--- src/hw/rtl/ots_pkg.sv ---
// shared types and constants for the ordered record table
package ots_pkg;

	localparam int DEPTH = 256;
	localparam int AW = $clog2(DEPTH);
	localparam int CW = AW + 1;

	typedef enum logic [1:0] {
		OP_INSERT     = 2'd0,
		OP_REMOVE     = 2'd1,
		OP_SEQ_SEARCH = 2'd2,
		OP_BIN_SEARCH = 2'd3
	} op_t;

	typedef enum logic [2:0] {
		ST_OK        = 3'd0,
		ST_BAD_POS   = 3'd1,
		ST_FULL      = 3'd2,
		ST_EMPTY     = 3'd3,
		ST_NOT_FOUND = 3'd4
	} status_t;

	typedef enum logic [2:0] {
		S_IDLE,
		S_SHIFT,
		S_PLACE,
		S_SCAN,
		S_PROBE,
		S_TEST
	} state_t;

	typedef struct packed {
		logic [1:0]  opcode;
		logic [8:0]  position;
		logic [31:0] key;
		logic [63:0] name_word;
	} req_t;

	typedef struct packed {
		logic [2:0]  status;
		logic [8:0]  found_position;
		logic [31:0] found_key;
		logic [63:0] found_name;
		logic [8:0]  comparisons;
		logic [8:0]  moves;
	} res_t;

	typedef struct packed {
		logic [31:0] key;
		logic [63:0] name;
	} record_t;

	typedef struct packed {
		logic          we;
		logic [AW-1:0] waddr;
		record_t       wdata;
		logic          re;
		logic [AW-1:0] raddr;
	} mem_req_t;

	typedef struct packed {
		logic eq;
		logic gt;
	} cmp_t;

	typedef struct packed {
		logic valid;
		res_t res;
	} fin_t;

endpackage

--- src/hw/rtl/ots_cmp.sv ---
// shared key compare unit
module ots_cmp (
	input  logic [31:0]   probe_key,
	input  logic [31:0]   search_key,
	output ots_pkg::cmp_t cmp
);

	assign cmp.eq = (probe_key == search_key);
	assign cmp.gt = (probe_key > search_key);

endmodule

--- config.mk ---
export PLATFORM = sky130hd
export DESIGN_NAME = ots_cmp
export DESIGN_NICKNAME = d
export VERILOG_FILES = /design/src/hw/rtl/ots_pkg.sv /design/src/hw/rtl/ots_cmp.sv
export SDC_FILE = /design/constraint.sdc
export NUM_CORES = 1
export LEC_CHECK = 0
export BUFFER_PORTS_ARGS = -buffer_cell sky130_fd_sc_hd__buf_4
export CAP_MARGIN = 20
export CORE_MARGIN = 3
export CORE_UTILIZATION = 35
export DETAILED_ROUTE_END_ITERATION = 12
export GPL_TIMING_DRIVEN = 1
export PLACE_DENSITY = 0.73
export SYNTH_ARGS = -nofsm -noshare
export SYNTH_HDL_FRONTEND = slang
export SYNTH_SLANG_ARGS = --single-unit
--- constraint.sdc ---
create_clock -name vclk -period 1.63
set_clock_uncertainty 0.1 [all_clocks]
set_input_delay 0.2445 -clock vclk [all_inputs]
set_output_delay 0.2445 -clock vclk [all_outputs]
set_load 0.1 [all_outputs]
==> results_tabular.tex, run 1 <==
\begin{tabular}{lr}
\hline
Metric & Value \\
\hline
\multicolumn{2}{l}{\textbf{Final layout}} \\
Area of all sequential standard cells & 0 sq um \\
Nets@finish & about 290 \\
Proportion of layout cells with a drive suffix above 1 & 0.718 \\
Area delta synth->final & 135\% \\
Number of clock buffers in the layout & 0 \\
Antenna cells & 0 \\
Area of all placed cells without fillers & 1980 sq um \\
Multi-input gate area in the final layout & 1110 sq um \\
Number of sequential cells & 0 \\
\# fillers & 107 \\
\multicolumn{2}{l}{\textbf{Global route}} \\
Remaining Overflow, GRT & 0 \\
Initial antenna violation count & 0 \\
Total global-route track usage & 0.186 \\
Via count of the first global-routing pass & 1127 \\
Pin count of the biggest net entering global routing & 4 \\
First-pass GRT wire length & $\sim$4300 um \\
\multicolumn{2}{l}{\textbf{Worst setup path}} \\
Largest fanout on the critical path & 2 \\
Launching element type of the critical path & primary input \\
Critical path class & in -> out \\
Required time of the critical path & roughly 1.3 ns \\
Critical Path AT & 1.79 ns \\
Type of element capturing the critical path & output port \\
\multicolumn{2}{l}{\textbf{Hold path}} \\
Classification of the worst-slack hold path & in -> out \\
\multicolumn{2}{l}{\textbf{Pwr}} \\
Leakage & between 0.9 and 1 nW \\
Maximum vdd ir drop & $\sim$190 uV \\
Overall power of the completed layout & 526 uW \\
Cell area power density & 266 nW/um\^{}2 \\
\multicolumn{2}{l}{\textbf{STA}} \\
Minimum setup slack in the final design & -0.502 ns \\
Final clock period utilization by the worst path & 1.31 \\
Worst-case hold slack & roughly 1.1 ns \\
Min Tclk post-route & $\sim$2.1 ns \\
Final setup violation count & 2 \\
Hold violation total from the final report & 0 \\
Achievable frequency & $\sim$470 MHz \\
Pins over their slew limit & 0 \\
Worst Max-Slew Pin Slew & 0.383 ns \\
TNS Setup & -0.941 ns \\
Worst-case headroom to the max-slew limit & 0.742 \\
Setup repair after global routing missed its margin & true \\
\multicolumn{2}{l}{\textbf{Die}} \\
Initial core utilization & 0.376 \\
Area of the die & roughly 3000 sq um \\
Number of I/O pins & 66 \\
Placement Rows & 17 \\
Horizontal die dimension & 55.0 um \\
Floorplan core area & around 2200 sq um \\
Vertical extent of the die & 55.0 um \\
\multicolumn{2}{l}{\textbf{Place}} \\
Detail Placement HPWL & between 2000 and 2500 um \\
Final weighted congestion in routability-driven placement & between 0.7 and 0.8 \\
Instance area after placement & 1620 sq um \\
Port Buf Inserts & 66 \\
\multicolumn{2}{l}{\textbf{Outcome}} \\
Violated checks & negative setup slack \\
Run status & finished with violations \\
\multicolumn{2}{l}{\textbf{Synthesis}} \\
Mean cell area of the mapped netlist & roughly 7.6 sq um \\
Sequential fraction of the synthesis area & 0 \\
Synthesized netlist net count & 206 \\
Post-synthesis instance area & approximately 840 sq um \\
Synth warnings & 0 \\
Count of unique library cells instantiated by Yosys & 22 \\
Mapped Cells & 110 \\
\multicolumn{2}{l}{\textbf{Route}} \\
Initial drt markers & 10 \\
Number of remaining DRC errors & 0 \\
DR vias & about 1100 \\
Post-DRT Antenna Nets & 0 \\
Mean routed wirelength per cell & 14.8 um \\
Total detailed-routing wirelength & 3190 um \\
First drt pass iteration count & 4 \\
Via-per-instance ratio & 5.06 \\
\multicolumn{2}{l}{\textbf{Clock tree}} \\
Number of buffers inserted by hold repair at cts & 0 \\
\multicolumn{2}{l}{\textbf{Job}} \\
Max-cap viol count & 0 \\
\hline
\end{tabular}
==> cell families after synthesis <==
logic type,count (synthesis),synth area share
fa+ha+maj,32,0.477
compound gates,24,0.200
buf+inv,32,0.143
simple gates,22,0.180
==> worst paths after layout <==
path,cells past startpoint,to,from
worst max-delay path,8,cmp[0],probe_key[23]
worst min-delay path,5,cmp[0],probe_key[23]
==> report_power, final <==
part	switching [mW]	internal [mW]	leakage (nW)	total, mW
combinational	0.228	0.298	0.952	0.526
clock	0	0	0	0
sequential	0	0	0	0
==> timing repair <==
| item | CTS | global route |
|---|---|---|
| endpoints found under the setup margin | 2 | 2 |
| buffers inserted | 0 | 3 |
| resized for setup | 27 | 33 |
| pin swaps | 14 | 14 |
==> worst max-delay path, stage by stage <==
cell and delay [ns]:
sky130_fd_sc_hd__buf_4 0.12, sky130_fd_sc_hd__ha_4 0.25, sky130_fd_sc_hd__nand4_1 0.15, sky130_fd_sc_hd__nor4_4 0.39
sky130_fd_sc_hd__buf_4 0.17, sky130_fd_sc_hd__and3_4 0.21, sky130_fd_sc_hd__a31oi_4 0.05, sky130_fd_sc_hd__buf_12 0.19
==> placed cells by master, fill, tap and decap left out, types with 2 or more instances in the layout <==
cell	count
sky130_fd_sc_hd__a21o_1	5
sky130_fd_sc_hd__a21oi_1	7
sky130_fd_sc_hd__a21oi_2	4
sky130_fd_sc_hd__buf_12	2
sky130_fd_sc_hd__buf_4	58
sky130_fd_sc_hd__buf_6	18
sky130_fd_sc_hd__ha_1	8
sky130_fd_sc_hd__ha_4	24
sky130_fd_sc_hd__inv_1	12
sky130_fd_sc_hd__inv_2	11
sky130_fd_sc_hd__inv_4	8
sky130_fd_sc_hd__nand2_1	2
sky130_fd_sc_hd__nand3_1	6
sky130_fd_sc_hd__nand4_1	6
sky130_fd_sc_hd__nand4_4	2
==> layer usage <==
layer,vias to the layer above,share of wire,global-route usage
met5,-,0,0
met4,0,0.025,0.0405
met3,12,0.054,0.0107
met2,50,0.59,0.406
met1,484,0.33,0.183
li1,547,-,-
==> metrics by stage <==
step,std cells,utilization,worst slack [ns]
finish,216,0.885,-0.502
detailed placement,213,0.724,-0.583
global placement,213,0.724,-0.565
floorplan,110,-,-0.451
CTS,213,0.798,-0.538
global route,216,0.885,-0.568
==> final cells by class <==
type               count  area share
inverters             32      0.0772
multi-input cells     78       0.562
well taps             28      0.0177
repair buffers        78       0.343
==> synth_stat cells (2+ instances only) <==
master	number	area (sq um)
sky130_fd_sc_hd__a211oi_1	2	15.0
sky130_fd_sc_hd__nand2_1	2	7.51
sky130_fd_sc_hd__inv_1	32	120
sky130_fd_sc_hd__nand4_1	6	37.5
sky130_fd_sc_hd__a21oi_1	10	50.1
sky130_fd_sc_hd__nand4_2	2	25.0
sky130_fd_sc_hd__ha_1	32	400
sky130_fd_sc_hd__nand3_1	6	30.0
sky130_fd_sc_hd__a21o_1	5	37.5
Power figures use the tool's default switching activity.
==> run 2: changes to the inputs <==
Settings changed: CORE_ASPECT_RATIO set to 1.5.
==> run 2 against run 1 <==
Against the previous run:
- the flow still finishes with violations (negative setup slack)
- non-clock buffer count decreased by 3
- power decreased by 4.5%
- cell count decreased by 3.7%
- wire length increased by 4.3%
- first-iteration DRC count increased by 20%
- die area increased by 0.41%
- count of clock-buffer cells in the layout unchanged
- core utilization decreased by 4.2 points
- via count increased by 1.6%
- combinational power decreased by 4.6%
- critical path depth increased by 1
- largest power group unchanged
- highest routed layer unchanged
==> results_tabular.tex, run 2 (synthesized netlist as in run 1, its figures left out) <==
\begin{tabular}{lr}
\hline
Metric & Value \\
\hline
\multicolumn{2}{l}{\textbf{Pwr}} \\
Cell area power density & 263 nW/um\^{}2 (was 266 nW/um\^{}2) \\
Internal power & 283 uW (was 298 uW) \\
Switching Power & 219 uW (was 228 uW) \\
Sequential group share of total power & 0 (about the same) \\
Maximum vdd ir drop & 149 uV (was 194 uV) \\
Comb pwr share & 1.000 (about the same) \\
Clock Power Share & 0 (about the same) \\
Leakage & 0.934 nW (was 0.952 nW) \\
Net switching share of the total power & 0.436 (was 0.433) \\
\multicolumn{2}{l}{\textbf{Route}} \\
First drt pass iteration count & 4 (unchanged) \\
Initial drt markers & 12 (was 10) \\
DR vias & 1110 (was 1093) \\
Number of remaining DRC errors & 0 (unchanged) \\
Post-DRT Antenna Nets & 0 (unchanged) \\
Via-per-instance ratio & 5.34 (was 5.06) \\
Total detailed-routing wirelength & 3330 um (was 3190 um) \\
Mean routed wirelength per cell & 16.0 um (was 14.8 um) \\
\multicolumn{2}{l}{\textbf{Global route}} \\
First-pass GRT wire length & 5060 um (was 4260 um) \\
Initial antenna violation count & 0 (unchanged) \\
Pin count of the biggest net entering global routing & 4 (unchanged) \\
Remaining Overflow, GRT & 0 (unchanged) \\
Via count of the first global-routing pass & 1292 (was 1127) \\
Total global-route track usage & 0.214 (was 0.186) \\
\multicolumn{2}{l}{\textbf{Final layout}} \\
Area of all placed cells without fillers & 1910 sq um (was 1980 sq um) \\
Antenna cells & 0 (unchanged) \\
Leading cell types in the layout, fill and taps excluded & sky130\_fd\_sc\_hd\_\_buf\_4 (63), sky130\_fd\_sc\_hd\_\_ha\_4 (24), sky130\_fd\_sc\_hd\_\_inv\_2 (14), sky130\_fd\_sc\_hd\_\_inv\_1 (14), sky130\_fd\_sc\_hd\_\_buf\_6 (9) (was sky130\_fd\_sc\_hd\_\_buf\_4 (58), sky130\_fd\_sc\_hd\_\_ha\_4 (24), sky130\_fd\_sc\_hd\_\_buf\_6 (18)) \\
Number of clock buffers in the layout & 0 (unchanged) \\
Most common library cell in the layout ignoring fill and taps & sky130\_fd\_sc\_hd\_\_buf\_4 (unchanged) \\
Number of sequential cells & 0 (unchanged) \\
Area delta synth->final & 127\% (was 135\%) \\
Fraction of the core area covered by cells at the end of the flow & 0.843 (was 0.885) \\
Nets@finish & 283 (was 286) \\
Area of all sequential standard cells & 0 sq um (unchanged) \\
Proportion of layout cells with a drive suffix above 1 & 0.703 (was 0.718) \\
\multicolumn{2}{l}{\textbf{STA}} \\
Final setup violation count & 2 (unchanged) \\
Worst Max-Slew Pin Slew & 0.308 ns (was 0.383 ns) \\
Achievable frequency & 472 MHz (was 469 MHz) \\
Pins over their slew limit & 0 (unchanged) \\
Min Tclk post-route & 2.12 ns (was 2.13 ns) \\
Final clock period utilization by the worst path & 1.30 (was 1.31) \\
Worst-case headroom to the max-slew limit & 0.793 (was 0.742) \\
Hold violation total from the final report & 0 (unchanged) \\
Setup repair after global routing missed its margin & true (unchanged) \\
Minimum setup slack in the final design & -0.490 ns (was -0.502 ns) \\
\multicolumn{2}{l}{\textbf{Die}} \\
Initial core utilization & 0.372 (was 0.376) \\
Vertical extent of the die & 66.0 um (was 55.0 um) \\
Placement Rows & 21 (was 17) \\
Horizontal die dimension & 46.0 um (was 55.0 um) \\
Floorplan core area & 2260 sq um (was 2230 sq um) \\
Area of the die & 3030 sq um (was 3020 sq um) \\
Number of I/O pins & 66 (unchanged) \\
\multicolumn{2}{l}{\textbf{Worst setup path}} \\
Launching element type of the critical path & primary input (unchanged) \\
Largest fanout on the critical path & 2 (unchanged) \\
Critical Path AT & 1.78 ns (was 1.79 ns) \\
Critical path class & in -> out (unchanged) \\
Type of element capturing the critical path & output port (unchanged) \\
Required time of the critical path & 1.29 ns (about the same) \\
\multicolumn{2}{l}{\textbf{Clock tree}} \\
Number of buffers inserted by hold repair at cts & 0 (unchanged) \\
\multicolumn{2}{l}{\textbf{Place}} \\
Instance area after placement & 1600 sq um (was 1620 sq um) \\
Port Buf Inserts & 66 (unchanged) \\
Final weighted congestion in routability-driven placement & 0.805 (was 0.723) \\
Post-placement worst setup slack & -0.595 ns (was -0.583 ns) \\
Detail Placement HPWL & 2430 um (was 2330 um) \\
\multicolumn{2}{l}{\textbf{Job}} \\
Max-cap viol count & 0 (unchanged) \\
\multicolumn{2}{l}{\textbf{Outcome}} \\
Run status & finished with violations (unchanged) \\
Violated checks & negative setup slack (unchanged) \\
\multicolumn{2}{l}{\textbf{Hold path}} \\
Classification of the worst-slack hold path & in -> out (unchanged) \\
\hline
\end{tabular}
run 2: cell count changes in the layout (fill, tap and decap cells not counted), moves of 2 or more:
cell / before / now
sky130_fd_sc_hd__buf_4: 58 / 63
sky130_fd_sc_hd__buf_6: 18 / 9
sky130_fd_sc_hd__inv_1: 12 / 14
sky130_fd_sc_hd__inv_2: 11 / 14
sky130_fd_sc_hd__inv_4: 8 / 3
run 2: path summary, 6_finish.rpt:
kind,from,to,slack (ns),depth (start not counted)
worst max-delay path,search_key[1],cmp[0],-0.49,9
worst min-delay path,probe_key[31],cmp[0],1.10,6
run 2: power by group through the flow:
stage | Sequential, mW | Combinational (mW) | Clock, mW
3_3_place_gp | 0 | 0.376 | 0
3_5_place_dp | 0 | 0.395 | 0
5_1_grt | 0 | 0.545 | 0
2_1_floorplan | 0 | 0.199 | 0
6_report | 0 | 0.502 | 0
4_1_cts | 0 | 0.472 | 0
run 2: metal layers:
layer / part of all wire / wire [um] / track usage
met5: 0 / 0 / 0
met4: 0.0051 / 17 / 0.0498
met3: 0.066 / 218 / 0.0300
met2: 0.62 / 2080 / 0.462
met1: 0.30 / 1010 / 0.182
run 2: layout make-up:
| type | count | area, sq um |
|---|---|---|
| fillers | 132 | 354 |
| inverters | 32 | 140 |
| multi-input cells | 78 | 1110 |
| well taps | 23 | 28.8 |
| repair buffers | 75 | 629 |
run 2: critical path: stages:
cell                       delay (ns)
sky130_fd_sc_hd__buf_8           0.10
sky130_fd_sc_hd__inv_4           0.04
sky130_fd_sc_hd__ha_4            0.19
sky130_fd_sc_hd__nor2b_4         0.12
sky130_fd_sc_hd__o211ai_1        0.26
sky130_fd_sc_hd__a21boi_4        0.10
sky130_fd_sc_hd__o41ai_4         0.39
sky130_fd_sc_hd__a31oi_4         0.14
sky130_fd_sc_hd__buf_12          0.18
run 2: repair_timing:
action                                  4_1_cts  5_1_grt
endpoints found under the setup margin        2        2
buffers inserted                              0        2
pin swaps                                    17       13
gates resized for setup                      33       12
run 2: stage by stage:
step / std cells / setup TNS [ns] / power [mW] / hold WS, ns
floorplan: 110 / -0.564 / 0.199 / 0.940
global placement: 206 / -0.965 / 0.376 / 1.19
detailed placement: 206 / -1.02 / 0.395 / 1.21
CTS: 206 / -0.760 / 0.472 / 1.12
global route: 208 / -0.908 / 0.545 / 1.14
finish: 208 / -0.816 / 0.502 / 1.10
==> run 3: changes to the inputs <==
Settings changed: CORE_MARGIN 3 to 2, SETUP_SLACK_MARGIN set to 0.05.
==> run 3 against run 2 <==
Against the previous run:
- the flow still finishes with violations (negative setup slack)
- critical path depth shrank 1
- core utilization up 6.8 points
- wire length increased by 15%
- global-route usage is 0.48 points higher
- fmax decreased by 0.84%
- die area fell by 7.2%
- count of clock-buffer cells in the layout unchanged
- via count up 3.2%
- first-iteration DRC count is 33% higher
- largest power group unchanged
==> results_tabular.tex, run 3 (synthesized netlist as in run 1, its figures left out) <==
\begin{tabular}{lr}
\hline
Metric & Value \\
\hline
\multicolumn{2}{l}{\textbf{Outcome}} \\
Run status & finished with violations (unchanged) \\
Violated checks & negative setup slack (unchanged) \\
\multicolumn{2}{l}{\textbf{Die}} \\
Area of the die & 2810 sq um (was 3030 sq um) \\
Number of I/O pins & 66 (unchanged) \\
Horizontal die dimension & 44.0 um (was 46.0 um) \\
Initial core utilization & 0.372 (unchanged) \\
Floorplan core area & 2260 sq um (unchanged) \\
Placement Rows & 21 (unchanged) \\
Vertical extent of the die & 64.0 um (was 66.0 um) \\
\multicolumn{2}{l}{\textbf{STA}} \\
Setup repair after global routing missed its margin & true (unchanged) \\
Worst-case headroom to the max-slew limit & 0.779 (was 0.793) \\
Final clock period utilization by the worst path & 1.31 (was 1.30) \\
Minimum setup slack in the final design & -0.508 ns (was -0.490 ns) \\
Final setup violation count & 2 (unchanged) \\
Worst Max-Slew Pin Slew & 0.330 ns (was 0.308 ns) \\
Worst-case hold slack & 0.992 ns (was 1.10 ns) \\
Min Tclk post-route & 2.14 ns (was 2.12 ns) \\
TNS Setup & -0.909 ns (was -0.816 ns) \\
Hold violation total from the final report & 0 (unchanged) \\
Achievable frequency & 468 MHz (was 472 MHz) \\
Pins over their slew limit & 0 (unchanged) \\
\multicolumn{2}{l}{\textbf{Final layout}} \\
Leading cell types in the layout, fill and taps excluded & sky130\_fd\_sc\_hd\_\_buf\_4 (49), sky130\_fd\_sc\_hd\_\_ha\_4 (28), sky130\_fd\_sc\_hd\_\_buf\_6 (26) (was sky130\_fd\_sc\_hd\_\_buf\_4 (63), sky130\_fd\_sc\_hd\_\_ha\_4 (24), sky130\_fd\_sc\_hd\_\_inv\_2 (14), sky130\_fd\_sc\_hd\_\_inv\_1 (14), sky130\_fd\_sc\_hd\_\_buf\_6 (9)) \\
Number of clock buffers in the layout & 0 (unchanged) \\
Number of sequential cells & 0 (unchanged) \\
Antenna cells & 0 (unchanged) \\
Area of all placed cells without fillers & 2060 sq um (was 1910 sq um) \\
Most common library cell in the layout ignoring fill and taps & sky130\_fd\_sc\_hd\_\_buf\_4 (unchanged) \\
Final Instance Count excl. Fillers & 210 (was 208) \\
Proportion of layout cells with a drive suffix above 1 & 0.775 (was 0.703) \\
Area of all sequential standard cells & 0 sq um (unchanged) \\
Nets@finish & 285 (was 283) \\
Area delta synth->final & 145\% (was 127\%) \\
Fraction of the core area covered by cells at the end of the flow & 0.911 (was 0.843) \\
\multicolumn{2}{l}{\textbf{Route}} \\
DR vias & 1146 (was 1110) \\
Initial drt markers & 16 (was 12) \\
Via-per-instance ratio & 5.46 (was 5.34) \\
Number of remaining DRC errors & 0 (unchanged) \\
Total detailed-routing wirelength & 3840 um (was 3330 um) \\
First drt pass iteration count & 4 (unchanged) \\
Mean routed wirelength per cell & 18.3 um (was 16.0 um) \\
Post-DRT Antenna Nets & 0 (unchanged) \\
\multicolumn{2}{l}{\textbf{Hold path}} \\
Worst Hold End & cmp[0] (unchanged) \\
Worst Hold Path Cells & 5 (was 6) \\
Hold Crit Start & probe\_key[31] (unchanged) \\
Classification of the worst-slack hold path & in -> out (unchanged) \\
\multicolumn{2}{l}{\textbf{Worst setup path}} \\
Critical-path cell list & buf\_6, inv\_4, ha\_4, nand4\_1, nor4\_4, o41ai\_4, a31oi\_4, buf\_12 (was buf\_8, inv\_4, ha\_4, nor2b\_4, o211ai\_1, a21boi\_4, o41ai\_4, a31oi\_4, buf\_12) \\
Master of the slowest instance on the critical path & sky130\_fd\_sc\_hd\_\_nor4\_4 (was sky130\_fd\_sc\_hd\_\_o41ai\_4) \\
Required time of the critical path & 1.29 ns (about the same) \\
Kind of cell adding the most delay to the critical path & simple AND/OR/NAND/NOR gates (was compound AO/OA/AOI/OAI gates) \\
Max stage delay on crit path & 0.42 ns (was 0.39 ns) \\
Launching element type of the critical path & primary input (unchanged) \\
Type of element capturing the critical path & output port (unchanged) \\
Critical path buffer and inverter count & 3 (unchanged) \\
Critical Path AT & 1.79 ns (was 1.78 ns) \\
Largest fanout on the critical path & 2 (unchanged) \\
Critical path class & in -> out (unchanged) \\
\multicolumn{2}{l}{\textbf{Global route}} \\
Total global-route track usage & 0.219 (was 0.214) \\
Via count of the first global-routing pass & 1290 (was 1292) \\
First-pass GRT wire length & 4930 um (was 5060 um) \\
Remaining Overflow, GRT & 0 (unchanged) \\
Pin count of the biggest net entering global routing & 4 (unchanged) \\
Initial antenna violation count & 0 (unchanged) \\
\multicolumn{2}{l}{\textbf{Clock tree}} \\
Number of buffers inserted by hold repair at cts & 0 (unchanged) \\
\multicolumn{2}{l}{\textbf{Place}} \\
Final weighted congestion in routability-driven placement & 0.812 (was 0.805) \\
Instance area after placement & 1590 sq um (was 1600 sq um) \\
Post-placement worst setup slack & -0.590 ns (was -0.595 ns) \\
Placed Cells & 205 (was 206) \\
Detail Placement HPWL & 2380 um (was 2430 um) \\
Port Buf Inserts & 66 (unchanged) \\
\multicolumn{2}{l}{\textbf{Pwr}} \\
Maximum vdd ir drop & 219 uV (was 149 uV) \\
Cell area power density & 276 nW/um\^{}2 (was 263 nW/um\^{}2) \\
Leakage & 0.958 nW (was 0.934 nW) \\
Overall power of the completed layout & 569 uW (was 502 uW) \\
\multicolumn{2}{l}{\textbf{Job}} \\
Max-cap viol count & 0 (unchanged) \\
\hline
\end{tabular}
==> run 3: repair_timing <==
action / in CTS / in global routing
resized for setup: 32 / 48
endpoints found under the setup margin: 2 / 2
pin swaps: 12 / 27
setup buffers: 4 / 2
endpoints found under the hold margin: 0 / 0
==> run 3: final cells by class <==
type	instances	area, sq um
Multi-Input combinational cell	78	1170
Timing Repair Buffer	77	701
Fill cell	89	201
Inverter	32	155
Tap cell	23	28.8
==> run 3: per-layer routing <==
| metal | track usage | vias to the layer above | share of wire |
|---|---|---|---|
| li1 | - | 545 | - |
| met4 | 0.0455 | 0 | 0.039 |
| met1 | 0.185 | 527 | 0.29 |
| met5 | 0 | - | 0 |
| met3 | 0.0198 | 14 | 0.054 |
| met2 | 0.489 | 60 | 0.61 |
==> run 3: how the worst max path moves through the flow <==
stage                  end           start  cells after the start
global route        cmp[0]  search_key[19]                      8
finish              cmp[0]  search_key[19]                      8
global placement    cmp[0]   probe_key[14]                      8
floorplan           cmp[0]  search_key[27]                      6
CTS                 cmp[0]  search_key[11]                      9
detailed placement  cmp[0]   probe_key[14]                      8
==> run 3: tightest hold or removal path: stages <==
cell,delay [ns]
sky130_fd_sc_hd__buf_6,0.07
sky130_fd_sc_hd__ha_4,0.12
sky130_fd_sc_hd__a211oi_2,0.05
sky130_fd_sc_hd__a31oi_4,0.18
sky130_fd_sc_hd__buf_12,0.19
==> run 3: report_power, final <==
group	internal, mW	leakage [nW]	switching, mW
sequential	0	0	0
combinational	0.320	0.958	0.249
clock	0	0	0
